$ cat src/sv/button_debounce_note_events_top_assert.svh
// Assertion macros for the button debounce block.
// Each macro checks an implication on the rising clock edge and is
// switched off while the active-low reset is asserted.
`ifndef BUTTON_DEBOUNCE_NOTE_EVENTS_TOP_ASSERT_SVH
`define BUTTON_DEBOUNCE_NOTE_EVENTS_TOP_ASSERT_SVH
`ifndef SYNTHESIS
// The consequent must hold in the same cycle as the antecedent.
`define BDNE_ASSERT_NOW(lbl, clk, rst_n, ante, cons) \
  lbl: assert property (@(posedge clk) disable iff (!rst_n) (ante) |-> (cons)) \
    else $error("bdne: same-cycle check failed");
// The consequent must hold in the cycle after the antecedent.
`define BDNE_ASSERT_NEXT(lbl, clk, rst_n, ante, cons) \
  lbl: assert property (@(posedge clk) disable iff (!rst_n) (ante) |=> (cons)) \
    else $error("bdne: next-cycle check failed");
`else
`define BDNE_ASSERT_NOW(lbl, clk, rst_n, ante, cons)
`define BDNE_ASSERT_NEXT(lbl, clk, rst_n, ante, cons)
`endif
`endif

$ cat src/sv/bdne_pkg.sv
package bdne_pkg;

  typedef enum logic [1:0] {
    KIND_OFF    = 2'd0,
    KIND_ON     = 2'd1,
    KIND_STATUS = 2'd2
  } event_kind_e;

  // Only the first sixteen buttons have an input level.
  localparam int unsigned InButtons = 16;

  localparam logic [3:0] REG_DEBOUNCE_MS   = 4'd0;
  localparam logic [3:0] REG_NOTE_VELOCITY = 4'd1;
  localparam logic [3:0] REG_MIDI_CHANNEL  = 4'd2;
  localparam logic [3:0] REG_LED_HOLD_MS   = 4'd3;

  localparam logic [15:0] DebounceReset = 16'd20;
  localparam logic [6:0]  VelocityReset = 7'd127;
  localparam logic [4:0]  ChannelReset  = 5'd1;
  localparam logic [15:0] LedHoldReset  = 16'd50;

  typedef struct packed {
    logic [7:0]  buttons_low_raw;
    logic [7:0]  buttons_high_raw;
    logic [31:0] now_ms;
  } in_item_t;

  typedef struct packed {
    event_kind_e event_kind;
    logic [3:0]  button_index;
    logic [6:0]  velocity;
    logic [4:0]  channel;
    logic        led_lit;
    logic        last;
  } out_item_t;

  typedef struct packed {
    logic [3:0]  index;
    logic [15:0] data;
  } cfg_item_t;

  typedef struct packed {
    logic        eval;
    logic [31:0] now_ms;
    logic [15:0] debounce_ms;
  } lane_ctl_t;

  typedef struct packed {
    logic change;
    logic on;
  } lane_res_t;

  typedef struct packed {
    logic        load;
    logic [31:0] now_ms;
    logic [6:0]  velocity;
    logic [4:0]  channel;
    logic [15:0] led_hold_ms;
  } merge_ctl_t;

  typedef struct packed {
    logic active;
    logic done;
  } merge_stat_t;

endpackage

$ cat src/sv/bdne_chan_if.sv
interface bdne_chan_if #(
  parameter type T = logic
) ();
  logic valid;
  logic ready;
  T     payload;

  modport source (output valid, output payload, input ready);
  modport sink (input valid, input payload, output ready);
endinterface

$ cat src/sv/bdne_merge.sv
module bdne_merge
  import bdne_pkg::*;
#(
  parameter int unsigned Buttons = 16
) (
  input  logic               clk_i,
  input  logic               rst_ni,
  input  merge_ctl_t         ctl_i,
  input  logic [Buttons-1:0] change_i,
  input  logic [Buttons-1:0] on_i,
  bdne_chan_if.source        out_ch_o,
  output merge_stat_t        stat_o
);

  localparam int unsigned IdxW = (Buttons > 1) ? $clog2(Buttons) : 1;

  logic [Buttons-1:0] pend_q, pend_d;
  logic [Buttons-1:0] on_q, on_d;
  logic [Buttons-1:0] low;
  logic [IdxW-1:0]    idx;
  logic               sel_on;
  logic               active_q, active_d;
  logic               led_q, led_d;
  logic [31:0]        led_stamp_q, led_stamp_d;
  logic [31:0]        led_elapsed;
  logic               led_expire;
  logic [31:0]        now_q, now_d;
  out_item_t          out_q, out_d;
  logic               out_valid_q, out_valid_d;
  logic               slot_free;
  logic               step;

  // Lowest pending button first, so events leave in index order.
  assign low    = pend_q & (~pend_q + 1'b1);
  assign sel_on = |(low & on_q);

  always_comb begin
    idx = '0;
    for (int i = 0; i < Buttons; i++) begin
      if (low[i]) begin
        idx = idx | IdxW'(i);
      end
    end
  end

  assign led_elapsed = now_q - led_stamp_q;
  assign led_expire  = led_elapsed > {16'd0, ctl_i.led_hold_ms};
  assign slot_free   = !out_valid_q || out_ch_o.ready;
  assign step        = active_q && slot_free;

  always_comb begin
    pend_d        = pend_q;
    on_d          = on_q;
    now_d         = now_q;
    active_d      = active_q;
    led_d         = led_q;
    led_stamp_d   = led_stamp_q;
    out_d         = out_q;
    out_valid_d   = out_valid_q && !out_ch_o.ready;
    stat_o.active = active_q;
    stat_o.done   = 1'b0;
    if (ctl_i.load) begin
      pend_d   = change_i;
      on_d     = on_i;
      now_d    = ctl_i.now_ms;
      active_d = 1'b1;
    end else if (step) begin
      out_valid_d      = 1'b1;
      out_d.channel    = ctl_i.channel;
      if (|pend_q) begin
        pend_d             = pend_q & ~low;
        out_d.button_index = 4'(idx);
        out_d.last         = 1'b0;
        if (sel_on) begin
          led_d            = 1'b1;
          led_stamp_d      = now_q;
          out_d.event_kind = KIND_ON;
          out_d.velocity   = ctl_i.velocity;
          out_d.led_lit    = 1'b1;
        end else begin
          out_d.event_kind = KIND_OFF;
          out_d.velocity   = '0;
          out_d.led_lit    = led_q;
        end
      end else begin
        led_d              = led_q && !led_expire;
        out_d.event_kind   = KIND_STATUS;
        out_d.button_index = '0;
        out_d.velocity     = '0;
        out_d.led_lit      = led_d;
        out_d.last         = 1'b1;
        active_d           = 1'b0;
        stat_o.done        = 1'b1;
      end
    end
  end

  assign out_ch_o.valid   = out_valid_q;
  assign out_ch_o.payload = out_q;

  always_ff @(posedge clk_i or negedge rst_ni) begin
    if (!rst_ni) begin
      pend_q      <= '0;
      on_q        <= '0;
      active_q    <= 1'b0;
      led_q       <= 1'b0;
      led_stamp_q <= '0;
      out_valid_q <= 1'b0;
    end else begin
      pend_q      <= pend_d;
      on_q        <= on_d;
      active_q    <= active_d;
      led_q       <= led_d;
      led_stamp_q <= led_stamp_d;
      out_valid_q <= out_valid_d;
    end
  end

  always_ff @(posedge clk_i) begin
    now_q <= now_d;
    out_q <= out_d;
  end

endmodule

$ cat src/flat_wrapper.sv
// flat-port wrapper written by rule: the top's interface ports become plain ports
module bdne_merge_flat import bdne_pkg::*;
#(
  parameter int unsigned Buttons = 16
)
  (clk_i, rst_ni, ctl_i, change_i, on_i, stat_o, out_ch_o_valid, out_ch_o_payload, out_ch_o_ready);
  bdne_chan_if out_ch_o_i ();
  input  logic clk_i;
  input  logic rst_ni;
  input  merge_ctl_t ctl_i;
  input  logic [Buttons-1:0] change_i;
  input  logic [Buttons-1:0] on_i;
  output merge_stat_t stat_o;
  output wire logic [$bits(out_ch_o_i.valid)-1:0] out_ch_o_valid;
  output wire logic [$bits(out_ch_o_i.payload)-1:0] out_ch_o_payload;
  input wire logic [$bits(out_ch_o_i.ready)-1:0] out_ch_o_ready;
  assign out_ch_o_valid = out_ch_o_i.valid;
  assign out_ch_o_payload = out_ch_o_i.payload;
  assign out_ch_o_i.ready = out_ch_o_ready;
  bdne_merge #(.Buttons(Buttons)) u_core (.clk_i(clk_i), .rst_ni(rst_ni), .ctl_i(ctl_i), .change_i(change_i), .on_i(on_i), .out_ch_o(out_ch_o_i), .stat_o(stat_o));
endmodule
$ cat config.mk
export PLATFORM = sky130hd
export DESIGN_NAME = bdne_merge_flat
export DESIGN_NICKNAME = d
export VERILOG_FILES = /design/src/sv/button_debounce_note_events_top_assert.svh /design/src/sv/bdne_pkg.sv /design/src/sv/bdne_chan_if.sv /design/src/sv/bdne_merge.sv /design/src/flat_wrapper.sv
export SDC_FILE = /design/constraint.sdc
export NUM_CORES = 1
export LEC_CHECK = 0
export BUFFER_PORTS_ARGS = -buffer_cell sky130_fd_sc_hd__clkbuf_2
export CAP_MARGIN = 20
export CORE_ASPECT_RATIO = 0.9
export CORE_MARGIN = 4
export CORE_UTILIZATION = 34
export DETAILED_ROUTE_END_ITERATION = 8
export PLACE_DENSITY = 0.79
export SYNTH_ARGS = -nofsm -noshare
export SYNTH_HDL_FRONTEND = slang
export SYNTH_SLANG_ARGS = --single-unit
$ cat constraint.sdc
create_clock -name clk_i -period 2.4 [get_ports clk_i]
set_clock_uncertainty 0.2 [all_clocks]
set_input_delay 0 -clock clk_i [delete_from_list [all_inputs] [get_ports clk_i]]
set_output_delay 0 -clock clk_i [all_outputs]
set_load 0.03 [all_outputs]
== After elaboration in Yosys (flattened, before gate mapping) ==
Cells that the tools add are included.

* Add/sub/neg operators: 1
* Equal/unequal tests: 1
* Mux-type cells: 12
* Bitwise operators: 5
* Reductions and logical operators: 11

{| class="wikitable"
|+ Operators with widths
! cell !! number
|-
| $mux W16 || 3
|-
| $and A16 B16 Y16 || 2
|-
| $not A16 Y16 || 2
|-
| $add A16 B1 Y16 const B || 1
|-
| $reduce_or A16 Y1 || 1
|-
| $mux W1 || 9
|-
| $reduce_and A2 Y1 || 3
|-
| $reduce_bool A2 Y1 || 2
|-
| $logic_and A1 B1 Y1 || 2
|-
| $logic_not A1 Y1 || 2
|-
| $ne A2 B2 Y1 const B || 1
|-
| $logic_or A1 B1 Y1 || 1
|-
| $not A1 Y1 || 1
|}

* Bits in registers: 19
* Bits of input ports: 96
* Output and inout port bits: 4
* Word-level logic and storage cells: 34

== Logic depth before layout (Yosys ltp) ==
Gate-level depths: netlist of the first run.

* Depth in word-level cells: 8
* Mapped depth: 4
* Depth with buffers taken out: 4

== Worst setup path before layout of the first run ==
OpenSTA, ideal clock, no wires.

* Path type: reg-to-reg
* From: register u_core.pend_q[8]
* To: register u_core.active_q
* Setup time: 0.124 ns
* Arrival time: 1.560 ns
* Data required time: 2.076 ns
* Slack: 0.516 ns
* Stages on the path, launching flop included: 5
* Path buffers: 0
* Period minus slack after synthesis: 1.884 ns
* Path through: dfrtp_1 -> or4_4 -> nor4_4 -> a21oi_2 -> or2_1

* Longest elaborated chain between the ends: 3

{| class="wikitable"
|+ Ends and longest elaborated chain
! what !! line !! RTL
|-
| start: declaration || bdne_merge.sv:17 || <nowiki>logic [Buttons-1:0] pend_q, pend_d;</nowiki>
|-
| start signal: assignment || bdne_merge.sv:110 || <nowiki>pend_q <= pend_d;</nowiki>
|-
| $reduce_or A16 Y1 || bdne_merge.sv:70 || <nowiki>if (|pend_q) begin</nowiki>
|-
| $ne A2 B2 Y1 (no source line) || - ||
|-
| $reduce_and A2 Y1 (no source line) || - ||
|-
| end signal: assignment || bdne_merge.sv:112 || <nowiki>active_q <= active_d;</nowiki>
|-
| end: declaration || bdne_merge.sv:22 || <nowiki>logic active_q, active_d;</nowiki>
|}

Every way passes these cells.
A chain may end at the register's enable or synchronous reset.

==> metrics.txt, run 1 <==
worst reg-to-reg path cell count=4; FF-to-FF End=u_core.pend_q[8]$_DFFE_PN0P_; Worst Hold Class=input pin to flip-flop; CP Launch Type=flip-flop; Mapped Cells=roughly 90; Residual DRC=0; Tot GR Track Use=0.1218; 1st-iter DRT viols=24; Post-synth ARST share=0.9474; CTS Sinks=19; VDD IR-drop max=0.0002764 V; Die X=63.56 microns; most frequent cell after synthesis=dfrtp_1; post-CTS sizing=0; fin cells=between 150 and 200; die height=58.01 microns; vias in the first global route=slightly above 800; post-route cell area=1291 sq um; Rel. slew slack=0.4783; unrepaired setup endpoints after global routing=no; Antenna diodes=0; synth cell count leaders=dfrtp_1 (18), mux2i_1 (11), a21oi_1 (9), nand2_1 (7), o21ai_0 (7); wirelength, routed=a little over 2 mm; port bufs=23; CTS tree=yes; end-of-flow core utilization=0.5059; Syn Nets=between 150 and 200; status=completed; crit path DAT=between 2000 and 2500 ps; Area Overhead vs Synth=36.69%; setup_tns=0 ps; Slew @ Worst Pin=approximately 800 ps; DIE AREA=3687 sq um; Final Hold Vio Count=0; Starting Density=0.3701; Placed Area=roughly 1100 sq um; total CTS buffers=3; Post-Syn Area=944.7 sq um; register bit total from synthesis=19; sequential element share of the synthesized area=0.5086; Final Setup Violations=0; HP Start=ctl_i[60]; CP required=2200 ps; crit-path max FO=4; minimum hold slack=~110 ps; drt pass-1 iters=4; syn_area_per_cell=about 10 sq um; Period minus WS final=between 2000 and 2500 ps; MaxCap Viol Count=0; highest routed layer=met4; initial antenna violation count=0; number of synthesized flops with an enable pin=1; fin nets=230; first-pass GRT wire length=3.463 mm; most frequently used flop master after synthesis=dfrtp_1; Setup Crit Path Kind=flip-flop to output port; Yosys cell types=26; Vias/cell=4.994; reg-to-reg slack, setup=approximately 380 ps; largest cells by area after synthesis=dfrtp_1 (48%), mux2i_1 (12%), a21oi_1 (4.8%); Syn. warnings=0; Yosys top cell area share=0.4768; met3 WL=102 microns; CP Capture Type=output port; PwrDens=513.2 nW/um^2; Lkg Pwr=0.6070 nW; dpl cells=between 100 and 150; WHS Path Cells=3; Core Region=approximately 2600 sq um; io pins=100; CTS max path bufs=2; grt total ovfl=0; # rows=17; reg2reg start=u_core.pend_q[2]$_DFFE_PN0P_; hpwl dp=around 1.4 mm; Highest Clock Rate=~440 MHz; Root Driver=clkbuf_4; Metal-1 WL=around 830 microns; routed length per instance=approximately 13 microns; DR vias=804; clock-pin slew on the worst setup and hold paths=~100 ps; largest net degree at the start of global routing=29; period utilization=0.9430; RePlAce Congestion=0.7224; met2 wire len=roughly 1.1 mm; Detail Route Antenna Nets=0; worst-skew pair later-pin latency=just under 300 ps; Synth area leader=dfrtp_1; Final Max Slew Viols=0; Hold Path End=u_core.pend_q[6]$_DFFE_PN0P_; CTS H-tree depth=1; share of layout cells above drive strength 1=0.2556
what timing repair did:
| action | in CTS | in global routing |
|---|---|---|
| hold buffers | 19 | 0 |
| hold endpoints to repair | 35 | 0 |
| setup buffers | 0 | 0 |
state kept, by name, summed over array words and instances, names as in the netlist:
signal and count:
u_core.active_q 1, u_core.pend_q 16, u_core.out_ch_o.payload 1, u_core.out_ch_o.valid 1
metrics by stage:
stage               setup slack, ps  power, mW
finish                        136.9     0.6627
global placement              415.5     0.4837
CTS                           125.2     0.6702
global route                  10.09     0.7049
floorplan                     515.6     0.4513
detailed placement            391.9     0.4910
metal layers:
layer	vias up	global-route usage
met5	-	0
met4	0	0.03692
met3	2	0.04651
met2	20	0.2262
met1	377	0.1279
li1	405	-
worst max path at each step:
stage	from	to	slack, ps
6_report	u_core.pend_q[8]$_DFFE_PN0P_	stat_o[0]	140
2_1_floorplan	u_core.pend_q[8]$_DFFE_PN0P_	u_core.active_q$_DFFE_PN0P_	520
5_1_grt	u_core.pend_q[8]$_DFFE_PN0P_	stat_o[0]	10
3_5_place_dp	u_core.pend_q[2]$_DFFE_PN0P_	u_core.pend_q[8]$_DFFE_PN0P_	390
4_1_cts	u_core.pend_q[8]$_DFFE_PN0P_	stat_o[0]	130
3_3_place_gp	u_core.pend_q[2]$_DFFE_PN0P_	u_core.pend_q[10]$_DFFE_PN0P_	420
cells in the final DEF (no fill, tap or decap), types with 2 or more instances in the layout:
cell | netlist | layout
a21oi_1 | 9 | 9
nor3_2 | 2 | 2
mux2i_1 | 11 | 11
nor4_1 | 2 | 2
dfrtp_1 | 18 | 18
clkbuf_2 | 0 | 23
o21ai_0 | 7 | 7
clkbuf_4 | 0 | 3
nand2b_1 | 3 | 3
or4_4 | 3 | 3
dlygate4sd3_1 | 0 | 19
nor2_1 | 5 | 5
inv_1 | 5 | 5
nor3_1 | 5 | 5
nand2_1 | 7 | 7
where the power goes:
group	internal, mW	total [mW]	switching, mW
logic	0.0672	0.128	0.0606
registers	0.353	0.381	0.0281
clock network	0.0647	0.154	0.0892
worst max-delay path: stages, from the launching register on:
cell and delay, ps:
dfrtp_1 420, or4_4 590, nor4_4 370, and2_2 200, clkbuf_2 190
layout make-up:
type | instances | area (sq um)
fill | 249 | 1261
sequential | 19 | 480.5
multi-input combinational | 63 | 425.4
timing repair buffer | 42 | 305.3
tap | 28 | 35.03
clock buffer | 4 | 26.28
inverter | 5 | 18.77
kinds of logic (layout without fill, tap and decap cells):
group,Yosys count,count (layout),share of synthesized area
compound gates,19,19,0.1073
buf+inv,9,51,0.04105
flops,19,19,0.5086
mux,11,11,0.1166
simple gates,33,33,0.2265
(Power assumes the default switching activity.)
==> inputs of run 2 (changes only) <==
--- a/config.mk
+++ b/config.mk
@@ -11,7 +11,7 @@
 export CORE_MARGIN = 4
 export CORE_UTILIZATION = 34
 export DETAILED_ROUTE_END_ITERATION = 8
-export PLACE_DENSITY = 0.79
+export PLACE_DENSITY = 0.81
 export SYNTH_ARGS = -nofsm -noshare
 export SYNTH_HDL_FRONTEND = slang
 export SYNTH_SLANG_ARGS = --single-unit
==> run 2 against run 1 <==
Effect of this change:
- via count is 0.25% higher
- routed wire length rose by 1.0%
- sequential cell count unchanged
- first-iteration DRC count up 29%
- largest cell class unchanged
- critical path depth stayed put
- largest power group unchanged
- utilization grew 0.74 points
- hold slack improved by 12 ps
- non-clock buffer count is 2 higher
==> metrics.txt, run 2 (same netlist as run 1, synthesis figures left out) <==
status=completed; DR vias=roughly 810; most frequent cells in the layout=clkbuf_2 (23), dlygate4sd3_1 (19), dfrtp_1 (18); Area Overhead vs Synth=38.68%; critical path depth=4; fin nets=232; Core Region=roughly 2600 sq um; Critical path buffers and inverters=1; clock-pin slew on the worst setup and hold paths=between 100 and 150 ps; CP top delay family=simple AND/OR/NAND/NOR gates; CP Cell Sequence=or4_4, nor4_4, and2_2, clkbuf_2; FF-to-FF End=u_core.active_q$_DFFE_PN0P_; Rel. slew slack=0.4668; post-CTS sizing=0; MaxCap Viol Count=0; RePlAce Congestion=around 0.82; Post-Place Worst Slack=approximately 380 ps; Final Hold Vio Count=0; Slowest-stage cell, CP=or4_4; Slew @ Worst Pin=~800 ps; Reg with most FFs=u_core.pend_q; share of layout cells above drive strength 1=0.2741; Root Driver=clkbuf_4; grt total ovfl=0; Lkg Pwr=between 0.6 and 0.7 nW; Final Max Slew Viols=0; CP Launch Type=flip-flop; Final Power=just under 700 uW; period utilization=0.9428; worst reg-to-reg path cell count=5; Tot GR Track Use=0.1123; Worst Hold Class=input pin to flip-flop; minimum hold slack=125.4 ps; 1st-iter DRT viols=31; reg-to-reg slack, setup=about 330 ps; Antenna diodes=0; # rows=17; Highest Clock Rate=~440 MHz; io pins=100; Starting Density=0.3701; CP required=~2200 ps; routed length per instance=approximately 13 microns; Die X=approximately 64 microns; Final Setup Violations=0; Setup Crit Path Kind=flip-flop to output port; total CTS buffers=3; reg2reg start=u_core.pend_q[8]$_DFFE_PN0P_; CTS H-tree depth=1; Setup crit start=u_core.pend_q[8]$_DFFE_PN0P_; port bufs=23; most common cell after layout, fill and taps aside=clkbuf_2; Residual DRC=0; worst-skew pair later-pin latency=300 ps; end-of-flow core utilization=0.5132; drt pass-1 iters=4; crit path DAT=a little over 2000 ps; first-pass GRT wire length=about 3.3 mm; unrepaired setup endpoints after global routing=no; CP endpoint=stat_o[0]; DIE AREA=3687 sq um; CTS tree=yes; largest net degree at the start of global routing=29; Vias/cell=4.945; PwrDens=just over 500 nW/um^2; vias in the first global route=about 800; wirelength, routed=slightly above 2 mm; setup_tns=0 ps; die height=58.01 microns; CP Capture Type=output port; PnR worst setup slack=approximately 140 ps; max reg flops=16; VDD IR-drop max=0.0002454 V; crit-path max FO=4; Detail Route Antenna Nets=0; CTS Sinks=19; CP max stage delay=590 ps; initial antenna violation count=0; CTS max path bufs=2; Period minus WS final=~2300 ps; hpwl dp=roughly 1.5 mm
==> run 2: worst reg2reg max path: stages (launching register included) <==
cell,delay (ps)
dfrtp_1,440
or4_4,590
nor4_4,350
buf_4,170
a21oi_2,40
or2_1,200
==> run 2: per-stage QoR <==
step | instance area (sq um) | std cells
2_1_floorplan | 944.7 | 91
3_3_place_gp | 1075 | 138
3_5_place_dp | 1075 | 138
4_1_cts | 1295 | 161
5_1_grt | 1310 | 163
6_report | 1310 | 163
==> run 2: area by class of cell <==
type                            count  area (sq um)
Clock inverter                      1         7.507
Sequential cell                    19         480.5
Tap cell                           28         35.03
Clock buffer                        3         22.52
Timing Repair Buffer               44         320.3
Multi-Input combinational cell     63         425.4
Inverter                            5         18.77
Fill cell                         232          1242
==> run 2: routing by layer <==
layer | vias to the layer above | GRT usage | wire length (microns)
met5 | - | 0 | 0
met4 | 0 | 0.01846 | 0
met3 | 0 | 0.04457 | 108
met2 | 19 | 0.2143 | 1020
met1 | 374 | 0.1182 | 922
li1 | 413 | - | -
==> run 2: repair_timing <==
action                                  4_1_cts  5_1_grt
endpoints found under the hold margin        35        0
hold buffers                                 19        0
setup buffers                                 0        2
endpoints found under the setup margin        0        1
==> run 2: worst min path at each step <==
stage / startpoint / endpoint / slack [ps] / cells after the start
floorplan: rst_ni / u_core.active_q$_DFFE_PN0P_ / -500 / 0
global placement: rst_ni / u_core.pend_q[6]$_DFFE_PN0P_ / -240 / 1
detailed placement: rst_ni / u_core.out_ch_o.valid$_DFF_PN0_ / -240 / 1
CTS: ctl_i[60] / u_core.pend_q[6]$_DFFE_PN0P_ / 120 / 3
global route: ctl_i[60] / u_core.pend_q[7]$_DFFE_PN0P_ / 150 / 3
finish: ctl_i[60] / u_core.pend_q[6]$_DFFE_PN0P_ / 130 / 3
==> run 2: power breakdown <==
group,switching [mW],internal [mW]
logic,0.0606,0.0671
clock network,0.105,0.0635
registers,0.0287,0.353
total,0.194,0.484
