**config.mk**
```make
export PLATFORM = sky130hd
export DESIGN_NAME = bdne_lane
export DESIGN_NICKNAME = d
export VERILOG_FILES = /design/src/sv/button_debounce_note_events_top_assert.svh /design/src/sv/bdne_pkg.sv /design/src/sv/bdne_lane.sv
export SDC_FILE = /design/constraint.sdc
export NUM_CORES = 1
export LEC_CHECK = 0
export BUFFER_PORTS_ARGS = -buffer_cell sky130_fd_sc_hd__buf_2
export CAP_MARGIN = 20
export CORE_ASPECT_RATIO = 0.8
export CORE_MARGIN = 8
export CORE_UTILIZATION = 45
export DETAILED_ROUTE_END_ITERATION = 12
export GPL_TIMING_DRIVEN = 0
export PLACE_DENSITY_LB_ADDON = 0.08
export SYNTH_ARGS = -nofsm -noshare
export SYNTH_HDL_FRONTEND = slang
export SYNTH_SLANG_ARGS = --single-unit
export TNS_END_PERCENT = 1
```
**constraint.sdc**
```tcl
create_clock -name clk_i -period 5.6 [get_ports clk_i]
set_input_delay 0.28 -clock clk_i [delete_from_list [all_inputs] [get_ports clk_i]]
set_output_delay 0.28 -clock clk_i [all_outputs]
set_load 0.02 [all_outputs]
```
**src/sv/button_debounce_note_events_top_assert.svh**
```systemverilog
// Assertion macros for the button debounce block.
// Each macro checks an implication on the rising clock edge and is
// switched off while the active-low reset is asserted.
`ifndef BUTTON_DEBOUNCE_NOTE_EVENTS_TOP_ASSERT_SVH
`define BUTTON_DEBOUNCE_NOTE_EVENTS_TOP_ASSERT_SVH
`ifndef SYNTHESIS
// The consequent must hold in the same cycle as the antecedent.
`define BDNE_ASSERT_NOW(lbl, clk, rst_n, ante, cons) \
  lbl: assert property (@(posedge clk) disable iff (!rst_n) (ante) |-> (cons)) \
    else $error("bdne: same-cycle check failed");
// The consequent must hold in the cycle after the antecedent.
`define BDNE_ASSERT_NEXT(lbl, clk, rst_n, ante, cons) \
  lbl: assert property (@(posedge clk) disable iff (!rst_n) (ante) |=> (cons)) \
    else $error("bdne: next-cycle check failed");
`else
`define BDNE_ASSERT_NOW(lbl, clk, rst_n, ante, cons)
`define BDNE_ASSERT_NEXT(lbl, clk, rst_n, ante, cons)
`endif
`endif

```
**src/sv/bdne_pkg.sv**
```systemverilog
package bdne_pkg;

  typedef enum logic [1:0] {
    KIND_OFF    = 2'd0,
    KIND_ON     = 2'd1,
    KIND_STATUS = 2'd2
  } event_kind_e;

  // Only the first sixteen buttons have an input level.
  localparam int unsigned InButtons = 16;

  localparam logic [3:0] REG_DEBOUNCE_MS   = 4'd0;
  localparam logic [3:0] REG_NOTE_VELOCITY = 4'd1;
  localparam logic [3:0] REG_MIDI_CHANNEL  = 4'd2;
  localparam logic [3:0] REG_LED_HOLD_MS   = 4'd3;

  localparam logic [15:0] DebounceReset = 16'd20;
  localparam logic [6:0]  VelocityReset = 7'd127;
  localparam logic [4:0]  ChannelReset  = 5'd1;
  localparam logic [15:0] LedHoldReset  = 16'd50;

  typedef struct packed {
    logic [7:0]  buttons_low_raw;
    logic [7:0]  buttons_high_raw;
    logic [31:0] now_ms;
  } in_item_t;

  typedef struct packed {
    event_kind_e event_kind;
    logic [3:0]  button_index;
    logic [6:0]  velocity;
    logic [4:0]  channel;
    logic        led_lit;
    logic        last;
  } out_item_t;

  typedef struct packed {
    logic [3:0]  index;
    logic [15:0] data;
  } cfg_item_t;

  typedef struct packed {
    logic        eval;
    logic [31:0] now_ms;
    logic [15:0] debounce_ms;
  } lane_ctl_t;

  typedef struct packed {
    logic change;
    logic on;
  } lane_res_t;

  typedef struct packed {
    logic        load;
    logic [31:0] now_ms;
    logic [6:0]  velocity;
    logic [4:0]  channel;
    logic [15:0] led_hold_ms;
  } merge_ctl_t;

  typedef struct packed {
    logic active;
    logic done;
  } merge_stat_t;

endpackage

```
**src/sv/bdne_lane.sv**
```systemverilog
module bdne_lane
  import bdne_pkg::*;
(
  input  logic      clk_i,
  input  logic      rst_ni,
  input  lane_ctl_t ctl_i,
  input  logic      pressed_i,
  output lane_res_t res_o
);

  logic        held_q, held_d;
  logic [31:0] stamp_q, stamp_d;
  logic [31:0] elapsed;

  // Wrap-safe elapsed time since this button last changed.
  assign elapsed      = ctl_i.now_ms - stamp_q;
  assign res_o.change = (pressed_i != held_q) && (elapsed > {16'd0, ctl_i.debounce_ms});
  assign res_o.on     = pressed_i;

  always_comb begin
    held_d  = held_q;
    stamp_d = stamp_q;
    if (ctl_i.eval && res_o.change) begin
      held_d  = pressed_i;
      stamp_d = ctl_i.now_ms;
    end
  end

  always_ff @(posedge clk_i or negedge rst_ni) begin
    if (!rst_ni) begin
      held_q  <= 1'b0;
      stamp_q <= '0;
    end else begin
      held_q  <= held_d;
      stamp_q <= stamp_d;
    end
  end

endmodule

```
* Word level (Yosys, flattened, before mapping)
Index checks and enable logic that the tools add are counted.
Operators by class: reductions and logical operators 2, eq/ne operators 1, add/subtract/negate cells 1, $lt $le $gt $ge 1
Operators by type and width (number):
- $gt A32 B16 Y1 | 1
- $sub A32 B32 Y32 | 1
- $logic_and A1 B1 Y1 | 2
- $ne A1 B1 Y1 | 1
Storage, ports and cells: input bits 52, logic and storage cells 7, output and inout bits 2, register bits after elaboration 33

* Depth between registers and ports, before layout
Gate-level depths: netlist (run 1).
depth after elaboration 4, depth in mapped cells 23, gate-level depth less buffers 22

* Worst setup path before layout (run 1)
OpenSTA, ideal clock, no wires.
path type register to register, start register stamp_q[3], end register stamp_q[0], arrival 4661 ps, library setup time 125 ps, clock period less this slack 4786 ps, required time 5475 ps, buffers on the path 1, stages on the path, launching flop included 24, slack 814 ps, path through dfrtp_1 inv_1 ha_1 a21o_1 a21oi_1 nand2_1 a21o_1 a21o_1 a21oi_1 o21bai_1 xor2_1 ha_1 a21o_1 a21o_1 a221o_1 a211o_1 a211oi_1 o311a_1 nand4_1 nor4b_1 nor4b_4 nor3_2 buf_6 mux2_4
On the way: word-level cells in the longest chain between the ends 4
RTL lines:
- start: declaration | RTL line bdne_lane.sv:12 | logic [31:0] stamp_q, stamp_d;
- start signal: assignment | RTL line bdne_lane.sv:35 | stamp_q <= stamp_d;
- $sub A32 B32 Y32 | RTL line bdne_lane.sv:16 | assign elapsed = ctl_i.now_ms - stamp_q;
- $gt A32 B16 Y1 | RTL line bdne_lane.sv:17 | assign res_o.change = (pressed_i != held_q) && (elapsed > {16'd0, ctl_i.debounce_ms});
- $logic_and A1 B1 Y1 | RTL line bdne_lane.sv:17
- $logic_and A1 B1 Y1 | RTL line bdne_lane.sv:23 | if (ctl_i.eval && res_o.change) begin
No other way between the ends. A chain may end at the register's enable or synchronous reset.

==> results of run 1 <==
placed cells by master, fill, tap and decap left out, types with 3 or more instances in the layout:
cell / instances
nand2b_1: 6
buf_6: 3
nor2b_1: 3
nand2_1: 31
a31oi_1: 7
nor3_1: 8
a21o_1: 15
inv_1: 59
clkbuf_8: 5
dfrtp_1: 33
xnor2_1: 11
o211ai_1: 6
mux2_4: 29
and2_1: 3
and3_1: 3
buf_2: 53
nor2_1: 25
xor2_1: 13
o21ai_1: 3
a21oi_1: 40
nand3_1: 3
o21ai_0: 21
o21bai_1: 6
a211oi_1: 3
nand4_1: 6
clkbuf_1: 4
ha_1: 47
mux2_2: 3
per-stage QoR:
stage	util, %	cells
floorplan	-	428
finish	53.39	598
global route	53.39	598
global placement	51.54	589
CTS	52.91	598
detailed placement	51.54	589
power by group:
group,internal [mW],leakage [nW],switching [mW]
clock,0.0859,0.0439,0.103
combinational,0.431,1.74,0.532
sequential,0.295,0.386,0.0309
total,0.813,2.17,0.666
worst max-delay path by stage:
stage,start,end,slack (ns)
2_1_floorplan,stamp_q[3],stamp_q[0],0.81
6_report,stamp_q[1],res_o[1],0.24
5_1_grt,stamp_q[1],res_o[1],0.005
4_1_cts,stamp_q[3],res_o[1],0.01
3_5_place_dp,ctl_i[16],stamp_q[22],-0.14
3_3_place_gp,ctl_i[16],stamp_q[23],-0.14
state kept, by name, summed over array words and instances, names as in the netlist:
register  count
stamp_q      32
held_q        1
cells by family (layout without fill, tap and decap cells):
kind of cell	after synthesis	count (layout)	share of synthesized area (%)
AOI/OAI and AO/OA	124	124	21.40
and+or+nand+nor	98	98	13.34
buffers and inverters	67	129	7.518
adders and majority gates	48	48	16.46
muxes	34	34	13.24
DFF	33	33	22.35
xor gates and xnor gates	24	24	5.689
synth_stat cells (7+ instances only):
cell type,number,area [sq um]
inv_1,59,221.5
ha_1,47,588.1
a21oi_1,42,210.2
dfrtp_1,33,825.8
nand2_1,31,116.4
mux2_4,29,435.4
nor2_1,25,93.84
o21ai_0,22,110.1
a21o_1,15,112.6
xor2_1,13,113.9
xnor2_1,11,96.34
nor3_1,8,40.04
a31oi_1,7,43.79
repair_timing:
action                                  4_1_cts  5_1_grt
buffers inserted                              1        0
endpoints found under the setup margin       30       31
resized for setup                             3        6
pin swaps                                     0        2
final cells by class:
type	count	area share, %
plain buffers	8	1.327
clock buffers	5	1.622
clock inverters	3	0.4129
inverters	59	5.220
multi-input cells	328	62.34
flip-flops and latches	33	19.46
well taps	108	3.185
repair buffers	54	6.429
layer usage:
metal / GRT usage [%] / part of all wire (%) / vias up
li1: - / - / 1643
met1: 21.35 / 53 / 1464
met2: 24.12 / 42 / 67
met3: 3.484 / 4.5 / 7
met4: 3.085 / 0.80 / 0
met5: 0 / 0 / -
worst register-to-register path, delay by kind of cell (launching register included):
kind | cells | cell delay [ns]
XOR/XNOR | 1 | 0.14
buffers and inverters | 2 | 0.27
flip-flops | 1 | 0.40
AND/OR/NAND/NOR | 6 | 1.22
multiplexers | 1 | 0.31
adder cells (fa/ha/maj) | 2 | 0.50
AO/OA/AOI/OAI | 11 | 2.36
==> flow_summary.yaml, run 1 <==
outcome:
  outcome: "finished clean"
floorplan:
  chipHeight_um: 97.05
  core_area_sq_mm: 0.007946
  die-width_um: 117.3
  num_rows: 29
  dieArea_sq_mm: 0.01138
  initial_core_util_pct: 46.50
  ios: 54
sta:
  grt_setup_unrepaired: "false"
  setup_viol: 0
  fin_ws_ns: 0.2443
  relSlewSlack_pct: 45.95
  maxSlewViolCount: 0
  timing.final.crit_share_pct: 95.64
  finClkSkew_ns: 0.01257
  fin_hold_ws_ns: 0.06428
  period_minus_slack_ns: 5.356
  fin_setup_tns_ns: 0
  timing_hold_violations_final: 0
  tightest_slew_ns: 0.8107
  fmax_mhz: 186.7
worst_setup_path:
  reg2reg_slack_ns: 0.30
  cpMaxStageDelayCell: "dfrtp_1"
  crit_chain: "inv_1 -> ha_1 -> nor2b_1 -> o2111ai_2 -> nand2_1 -> a21o_1 -> a21o_1 -> a21oi_1 -> o21bai_1 -> xor2_1 -> ha_1 -> a21o_1 -> a21o_1 -> a221o_1 -> a211o_1 -> a211oi_2 -> o311a_1 -> nand4_1 -> nor4b_4 -> nor4b_4 -> nor2_1 -> buf_2"
  r2r-end: "stamp_q[19]"
  r2r_start: "stamp_q[1]"
  path_class: "reg -> out"
  cpLargestDelayFamily: "compound AO/OA/AOI/OAI gates"
  cp.arrival_ns: 5.08
  cp_num_cells: 22
  slowest_delay_ns: 0.40
  r2r_cells: 23
  crit_path_start_kind: "flip-flop"
  end_kind: "output pin"
  worstPathMaxFanout: 3
  cpMostUsedCell: "a21o_1"
  worstPathRequired_ns: 5.32
  crit_buf_inv: 2
cells_and_area:
  antenna_cells: 0
  area_growth_pct: 14.83
  drive_above_1_share_pct: 22.24
  multiInputGateArea_sq_mm: 0.002645
  nNetsFinal: 589
  seq_area_sq_um: 825.8
  fill_cells: 755
  final_area_sq_mm: 0.004243
synthesis:
  synth-async-reset-ratio_pct: 100.0
  ys_seq_area_share_pct: 22.35
  synth_seq_cells: 33
  syn_area_per_cell_sq_um: 8.633
  synthesis.area_sq_mm: 0.003695
  synth_cell_types: 55
  synthCells: 428
  synthesis.nets: 528
  synth_flop_cell: "dfrtp_1"
  synth_edf_count: 0
  yosysWarnings: 0
route:
  drt_first_pass_iters: 4
  wire_per_inst_um: 14.70
  drt_iter0_markers: 113
  vias_per_cell: 5.319
  drc_errors: 0
  ant_nets: 0
  via_count: 3181
  wl_um: 8793
global_route:
  grt_overflow: 0
  grt_pass1_wl_um: 15010
  antenna_found_initial: 0
  grt_max_degree: 34
  grt_usage_pct: 15.50
  grt_pass1_vias: 3239
power:
  ir_drop_uv: 153.8
  power_mw: 1.479
  p_per_area_mw_per_mm2: 348.6
  cellLeakagePower_nw: 2.167
clock_network:
  cts_tree: "yes"
  cts-root-buf: "clkbuf_8"
  cts_buffers: 5
  htreeDepth: 2
  clkSlewWorstSetupHoldPaths_ns: 0.08
  worstSkewPairLatency_ns: 0.30
  ctsHoldBuffers: 0
  clk_path_buf_depth: 2
  cts_sinks: 33
placed_design:
  place_ws_ns: -0.1355
  gp_congestion: 0.8582
  port_buffers: 53
  dp_hpwl_um: 6974
  placed_area_sq_mm: 0.004095
min_path:
  hold_path.class: "in -> async"
flow_run:
  cap_violations: 0
Power figures use the tool's default switching activity.
==> run 2, diff against run 1 <==
- ABC_AREA: unset -> 1
- clock period: 5.6 -> 5.15 ns (I/O delays scaled with it)
==> run 2 against run 1 <==
Compared with the run above: hold slack lost 0.018 ns; critical endpoint unchanged; global-route usage grew 4.9 points; worst setup slack gained 0.76 ns; count of clock-buffer cells in the layout grew 1; design area grew 19%; largest power group unchanged; die area grew 17%.
==> flow_summary.yaml, run 2 <==
synthesis:
  synth_edf_count: 0
  syn_area_per_cell_sq_um: 5.673
  yosysWarnings: 0
  ys_seq_area_share_pct: 18.54
  yosysTopAreaCellShare_pct: 27.14
  synth_seq_cells: 33
  synthTopCellsByArea: "nand2_1 (27%), dfrtp_1 (19%), inv_1 (14%)"
  synth_cell_types: 34
  synthMostInstantiatedCell: "nand2_1"
  synth_common_cells: "nand2_1 (322), inv_1 (163), nor2_1 (55)"
  synthesis.area_sq_mm: 0.004453
  synthCells: 785
  synthesis.nets: 885
  synth-async-reset-ratio_pct: 100.0
  post-synth-top-area-cell: "nand2_1"
  synth_flop_cell: "dfrtp_1"
cells_and_area:
  final_cell_mix: "nand2_1 (322), inv_1 (163), nor2_1 (55), buf_2 (55), ha_1 (47)"
  largest_reg_flops: 32
  area_growth_pct: 13.63
  antenna_cells: 0
  regMostFlops: "stamp_q"
  final_common_cell: "nand2_1"
  reg.largest.list: "stamp_q (32), held_q (1)"
  nNetsFinal: 944
  drive_above_1_share_pct: 9.704
  fin_util_pct: 52.44
route:
  drc_errors: 0
  vias_per_cell: 4.929
  wire_per_inst_um: 13.41
  drt_first_pass_iters: 5
  ant_nets: 0
  via_count: 4835
  drt_iter0_markers: 343
  wl_um: 13160
worst_setup_path:
  path_class: "reg -> out"
  cpMostUsedCell: "nand2_1"
  crit_path_start_kind: "flip-flop"
  cp.arrival_ns: 3.89
  end_kind: "output pin"
  worstPathRequired_ns: 4.89
  cpMaxStageDelayCell: "fa_1"
  reg2reg_slack_ns: 1.18
  slowest_delay_ns: 0.42
  crit_chain: "ha_1 -> fa_1 -> inv_1 -> nand2_1 -> nand2_1 -> and2_1 -> nand2_1 -> nand3_2 -> xor2_1 -> ha_1 -> nand2_1 -> nor2_1 -> nand3_1 -> nor2_1 -> nand4_1 -> nand2_1 -> nand3_1 -> nor2_1 -> nand2_1 -> nor2_1 -> a21boi_0 -> buf_2"
  worstPathMaxFanout: 3
floorplan:
  die-width_um: 127.2
  dieArea_sq_mm: 0.01335
  ios: 54
  core_area_sq_mm: 0.009649
  initial_core_util_pct: 46.15
  num_rows: 32
  chipHeight_um: 105.0
global_route:
  grt_pass1_vias: 4571
  grt_pass1_wl_um: 22150
  antenna_found_initial: 0
  grt_usage_pct: 20.44
  grt_max_degree: 34
  grt_overflow: 0
sta:
  maxSlewViolCount: 0
  finClkSkew_ns: 0.005416
  timing_hold_violations_final: 0
  fmax_mhz: 241.2
  tightest_slew_ns: 0.7902
  period_minus_slack_ns: 4.145
  fin_setup_tns_ns: 0
  timing.final.crit_share_pct: 80.49
  setup_viol: 0
  relSlewSlack_pct: 47.32
  grt_setup_unrepaired: "false"
flow_run:
  cap_violations: 0
clock_network:
  cts_buffers: 5
  worstSkewPairLatency_ns: 0.28
  cts-root-buf: "clkbuf_16"
  clk_path_buf_depth: 2
  clkSlewWorstSetupHoldPaths_ns: 0.06
  ctsHoldBuffers: 0
  postCtsSetupBuffers: 0
  htreeDepth: 2
  cts_sinks: 33
  cts_tree: "yes"
  cts-resized-gates: 0
placed_design:
  dp_hpwl_um: 11320
  port_buffers: 52
  gp_congestion: 0.9524
power:
  power_mw: 3.031
  ir_drop_uv: 253.8
  p_per_area_mw_per_mm2: 599.1
  cellLeakagePower_nw: 3.191
min_path:
  hold_path.class: "in -> async"
outcome:
  outcome: "finished clean"
[run 2: worst paths after layout]
check / startpoint / endpoint / cells after the start
hold reg to reg: stamp_q[17] / stamp_q[17] / 2
setup reg to reg: stamp_q[0] / stamp_q[28] / 24
hold / removal: rst_ni / stamp_q[1] / 1
setup / recovery: stamp_q[0] / res_o[1] / 22
max in group asynchronous: rst_ni / stamp_q[28] / 1
min in group clk_i: ctl_i[19] / stamp_q[3] / 3
[run 2: report_power, final]
part	total, mW	internal [mW]	switching [mW]
Sequential	0.449	0.383	0.0664
Clock	0.369	0.242	0.127
Combinational	2.21	0.771	1.44
Total	3.03	1.40	1.64
[run 2: final cells by class]
class / instances / area [sq um]
clock buffers: 6 / 138.9
clock inverters: 2 / 37.54
inverters: 171 / 641.9
multi-input cells: 567 / 2903
plain buffers: 14 / 82.58
flip-flops and latches: 33 / 825.8
well taps: 136 / 170.2
fillers: 1056 / 4589
repair buffers: 52 / 260.3
[run 2: cells by family (layout without fill, tap and decap cells)]
| logic type | Yosys count | in the layout | synth area share (%) |
|---|---|---|---|
| adder cells (fa/ha/maj) | 48 | 48 | 13.66 |
| AO/OA/AOI/OAI | 34 | 34 | 4.159 |
| buffers and inverters | 185 | 245 | 16.27 |
| AND/OR/NAND/NOR | 469 | 469 | 44.23 |
| flip-flops | 33 | 33 | 18.54 |
| XOR/XNOR | 16 | 16 | 3.147 |
[run 2: worst max-delay path, delay by kind of cell, from the launching register on]
family	cells	cell delay (ns)
adder cells (fa/ha/maj)	3	0.83
AND/OR/NAND/NOR	15	1.66
buffers and inverters	2	0.31
XOR/XNOR	1	0.25
AO/OA/AOI/OAI	1	0.16
flip-flops	1	0.39
[run 2: per-stage QoR]
step / setup slack (ns) / std cells / hold WS (ns) / instance area [sq um]
finish: 1.005 / 981 / 0.04596 / 5060
global route: 0.6354 / 981 / 0.1141 / 5060
CTS: 0.9749 / 981 / 0.07332 / 5060
detailed placement: 1.130 / 973 / 0.3778 / 4883
global placement: 1.148 / 973 / 0.3700 / 4883
floorplan: 1.945 / 785 / -0.03809 / 4453
[run 2: per-layer routing]
layer / GRT usage [%] / vias to the layer above / wire length (um) / part of all wire (%)
li1: - / 2520 / - / -
met1: 30.69 / 2169 / 6954 / 53
met2: 29.68 / 135 / 5161 / 39
met3: 3.149 / 11 / 899 / 6.8
met4: 4.237 / 0 / 141 / 1.1
met5: 0 / - / 0 / 0
==> run 3, diff against run 2 <==
- ABC_AREA: 1 -> 0
- clock period: 5.15 -> 4.2 ns (I/O delays scaled with it)
==> run 3 against run 2 <==
Compared with the run above: first-iteration DRC count down 63%; via count down 28%; clock power up 2%; die area down 15%; the flow now finishes with violations (negative hold slack, negative setup slack); hold slack worse by 0.057 ns; register-to-register slack worse by 2.2 ns; sequential share of layout area up 0.94 points; critical path depth up 19; critical path type is now reg -> reg; cell count down 34%.
==> flow_summary.yaml, run 3 (same netlist as run 1, synthesis figures left out) <==
route:
  wire_per_inst_um: 15.20
  drt_iter0_markers: 126
  via_count: 3471
  drc_errors: 0
  ant_nets: 0
  wl_um: 9893
  vias_per_cell: 5.332
  drt_first_pass_iters: 4
sta:
  fmax_mhz: 189.9
  fin_ws_ns: -1.066
  finClkSkew_ns: 0.01651
  setup_viol: 34
  relSlewSlack_pct: 45.69
  maxSlewViolCount: 0
  grt_setup_unrepaired: "true"
  timing.final.crit_share_pct: 125.4
  tightest_slew_ns: 0.8147
  fin_hold_ws_ns: -0.01134
  timing_hold_violations_final: 11
  period_minus_slack_ns: 5.266
worst_setup_path:
  critPathLaunch: "stamp_q[1]"
  cpMostUsedCell: "buf_4"
  worstPathRequired_ns: 4.43
  r2r_start: "stamp_q[1]"
  cpLargestDelayFamily: "buffers and inverters"
  reg2reg_slack_ns: -1.07
  end_kind: "flip-flop"
  cp.arrival_ns: 5.50
  cpMaxStageDelayCell: "dfrtp_1"
  crit_path_start_kind: "flip-flop"
  path_class: "reg -> reg"
  r2r_cells: 41
  worstPathMaxFanout: 2
  crit_path_end: "stamp_q[1]"
  cp_num_cells: 41
  r2r-end: "stamp_q[1]"
  crit_buf_inv: 40
  slowest_delay_ns: 0.40
power:
  ir_drop_uv: 237.0
  p_per_area_mw_per_mm2: 491.5
  cellLeakagePower_nw: 2.466
  power_mw: 2.352
global_route:
  grt_max_degree: 34
  grt_usage_pct: 17.22
  grt_pass1_vias: 3414
  antenna_found_initial: 0
  grt_pass1_wl_um: 16400
  grt_overflow: 0
floorplan:
  ios: 54
  die-width_um: 117.3
  core_area_sq_mm: 0.007946
  dieArea_sq_mm: 0.01138
  initial_core_util_pct: 46.50
  num_rows: 29
  chipHeight_um: 97.05
cells_and_area:
  area_growth_pct: 29.50
  regMostFlops: "stamp_q"
  largest_reg_flops: 32
  nNetsFinal: 642
  final_common_cell: "inv_1"
  fin_cells: 651
  antenna_cells: 0
  reg.largest.list: "stamp_q (32), held_q (1)"
  drive_above_1_share_pct: 31.86
  final_cell_mix: "inv_1 (57), buf_2 (52), buf_4 (45)"
clock_network:
  worstSkewPairLatency_ns: 0.31
  htreeDepth: 2
  cts_sinks: 33
  cts_buffers: 5
  clkSlewWorstSetupHoldPaths_ns: 0.09
  cts_tree: "yes"
  clk_path_buf_depth: 2
  cts-root-buf: "clkbuf_8"
placed_design:
  dp_hpwl_um: 7030
  port_buffers: 53
  dp_cells: 589
  gp_congestion: 0.8633
min_path:
  hold_path.class: "in -> async"
outcome:
  outcome: "finished, violations left"
  violations: "negative hold slack, negative setup slack"
flow_run:
  cap_violations: 0
-- run 3: timing repair --
item / in CTS / in global routing
buffers inserted: 52 / 3
setup endpoints to repair: 34 / 34
hold buffers: 0 / 0
gates resized for setup: 22 / 5
pin swaps: 18 / 12
-- run 3: power breakdown --
group          internal [mW]  leakage [nW]  switching [mW]
Combinational          0.761          2.01           0.775
Sequential             0.394         0.386          0.0453
Clock                  0.236        0.0681           0.140
Total                   1.39          2.47           0.960
-- run 3: final cells by class --
| cell class | instances | area (sq um) |
|---|---|---|
| inverters | 59 | 221.5 |
| repair buffers | 107 | 714.4 |
| well taps | 108 | 135.1 |
| plain buffers | 8 | 56.30 |
| clock inverters | 3 | 65.06 |
| multi-input cells | 328 | 2698 |
| fillers | 703 | 3162 |
| flip-flops and latches | 33 | 825.8 |
| clock buffers | 5 | 68.82 |
-- run 3: routing by layer --
| metal | global-route usage (%) | wire, um | vias to the layer above | share of wire, % |
|---|---|---|---|---|
| met5 | 0 | 0 | - | 0 |
| met4 | 6.169 | 154 | 0 | 1.6 |
| met3 | 3.659 | 383 | 12 | 3.9 |
| met2 | 27.06 | 4432 | 71 | 45 |
| met1 | 22.71 | 4923 | 1637 | 50 |
| li1 | - | - | 1751 | - |
-- run 3: per-stage QoR --
stage | cell area (sq um) | utilization (%) | TNS [ns] | setup slack (ns)
floorplan | 3735 | - | -12.67 | -0.4044
global placement | 4135 | 52.04 | -34.42 | -1.050
detailed placement | 4135 | 52.04 | -36.93 | -1.126
CTS | 4745 | 59.71 | -30.76 | -1.009
global route | 4785 | 60.21 | -37.87 | -1.186
finish | 4785 | 60.21 | -31.84 | -1.066
-- run 3: worst register-to-register path: cells and delay by family, from the launching register on --
family	cells	cell delay (ns)
multiplexers	1	0.16
buffers and inverters	40	4.61
flip-flops	1	0.40
-- run 3: worst min-delay path by stage --
stage | startpoint | to | cells past startpoint
finish | rst_ni | stamp_q[5] | 1
global route | rst_ni | stamp_q[21] | 1
CTS | rst_ni | stamp_q[5] | 1
detailed placement | rst_ni | stamp_q[9] | 1
global placement | rst_ni | stamp_q[8] | 1
floorplan | rst_ni | held_q | 0
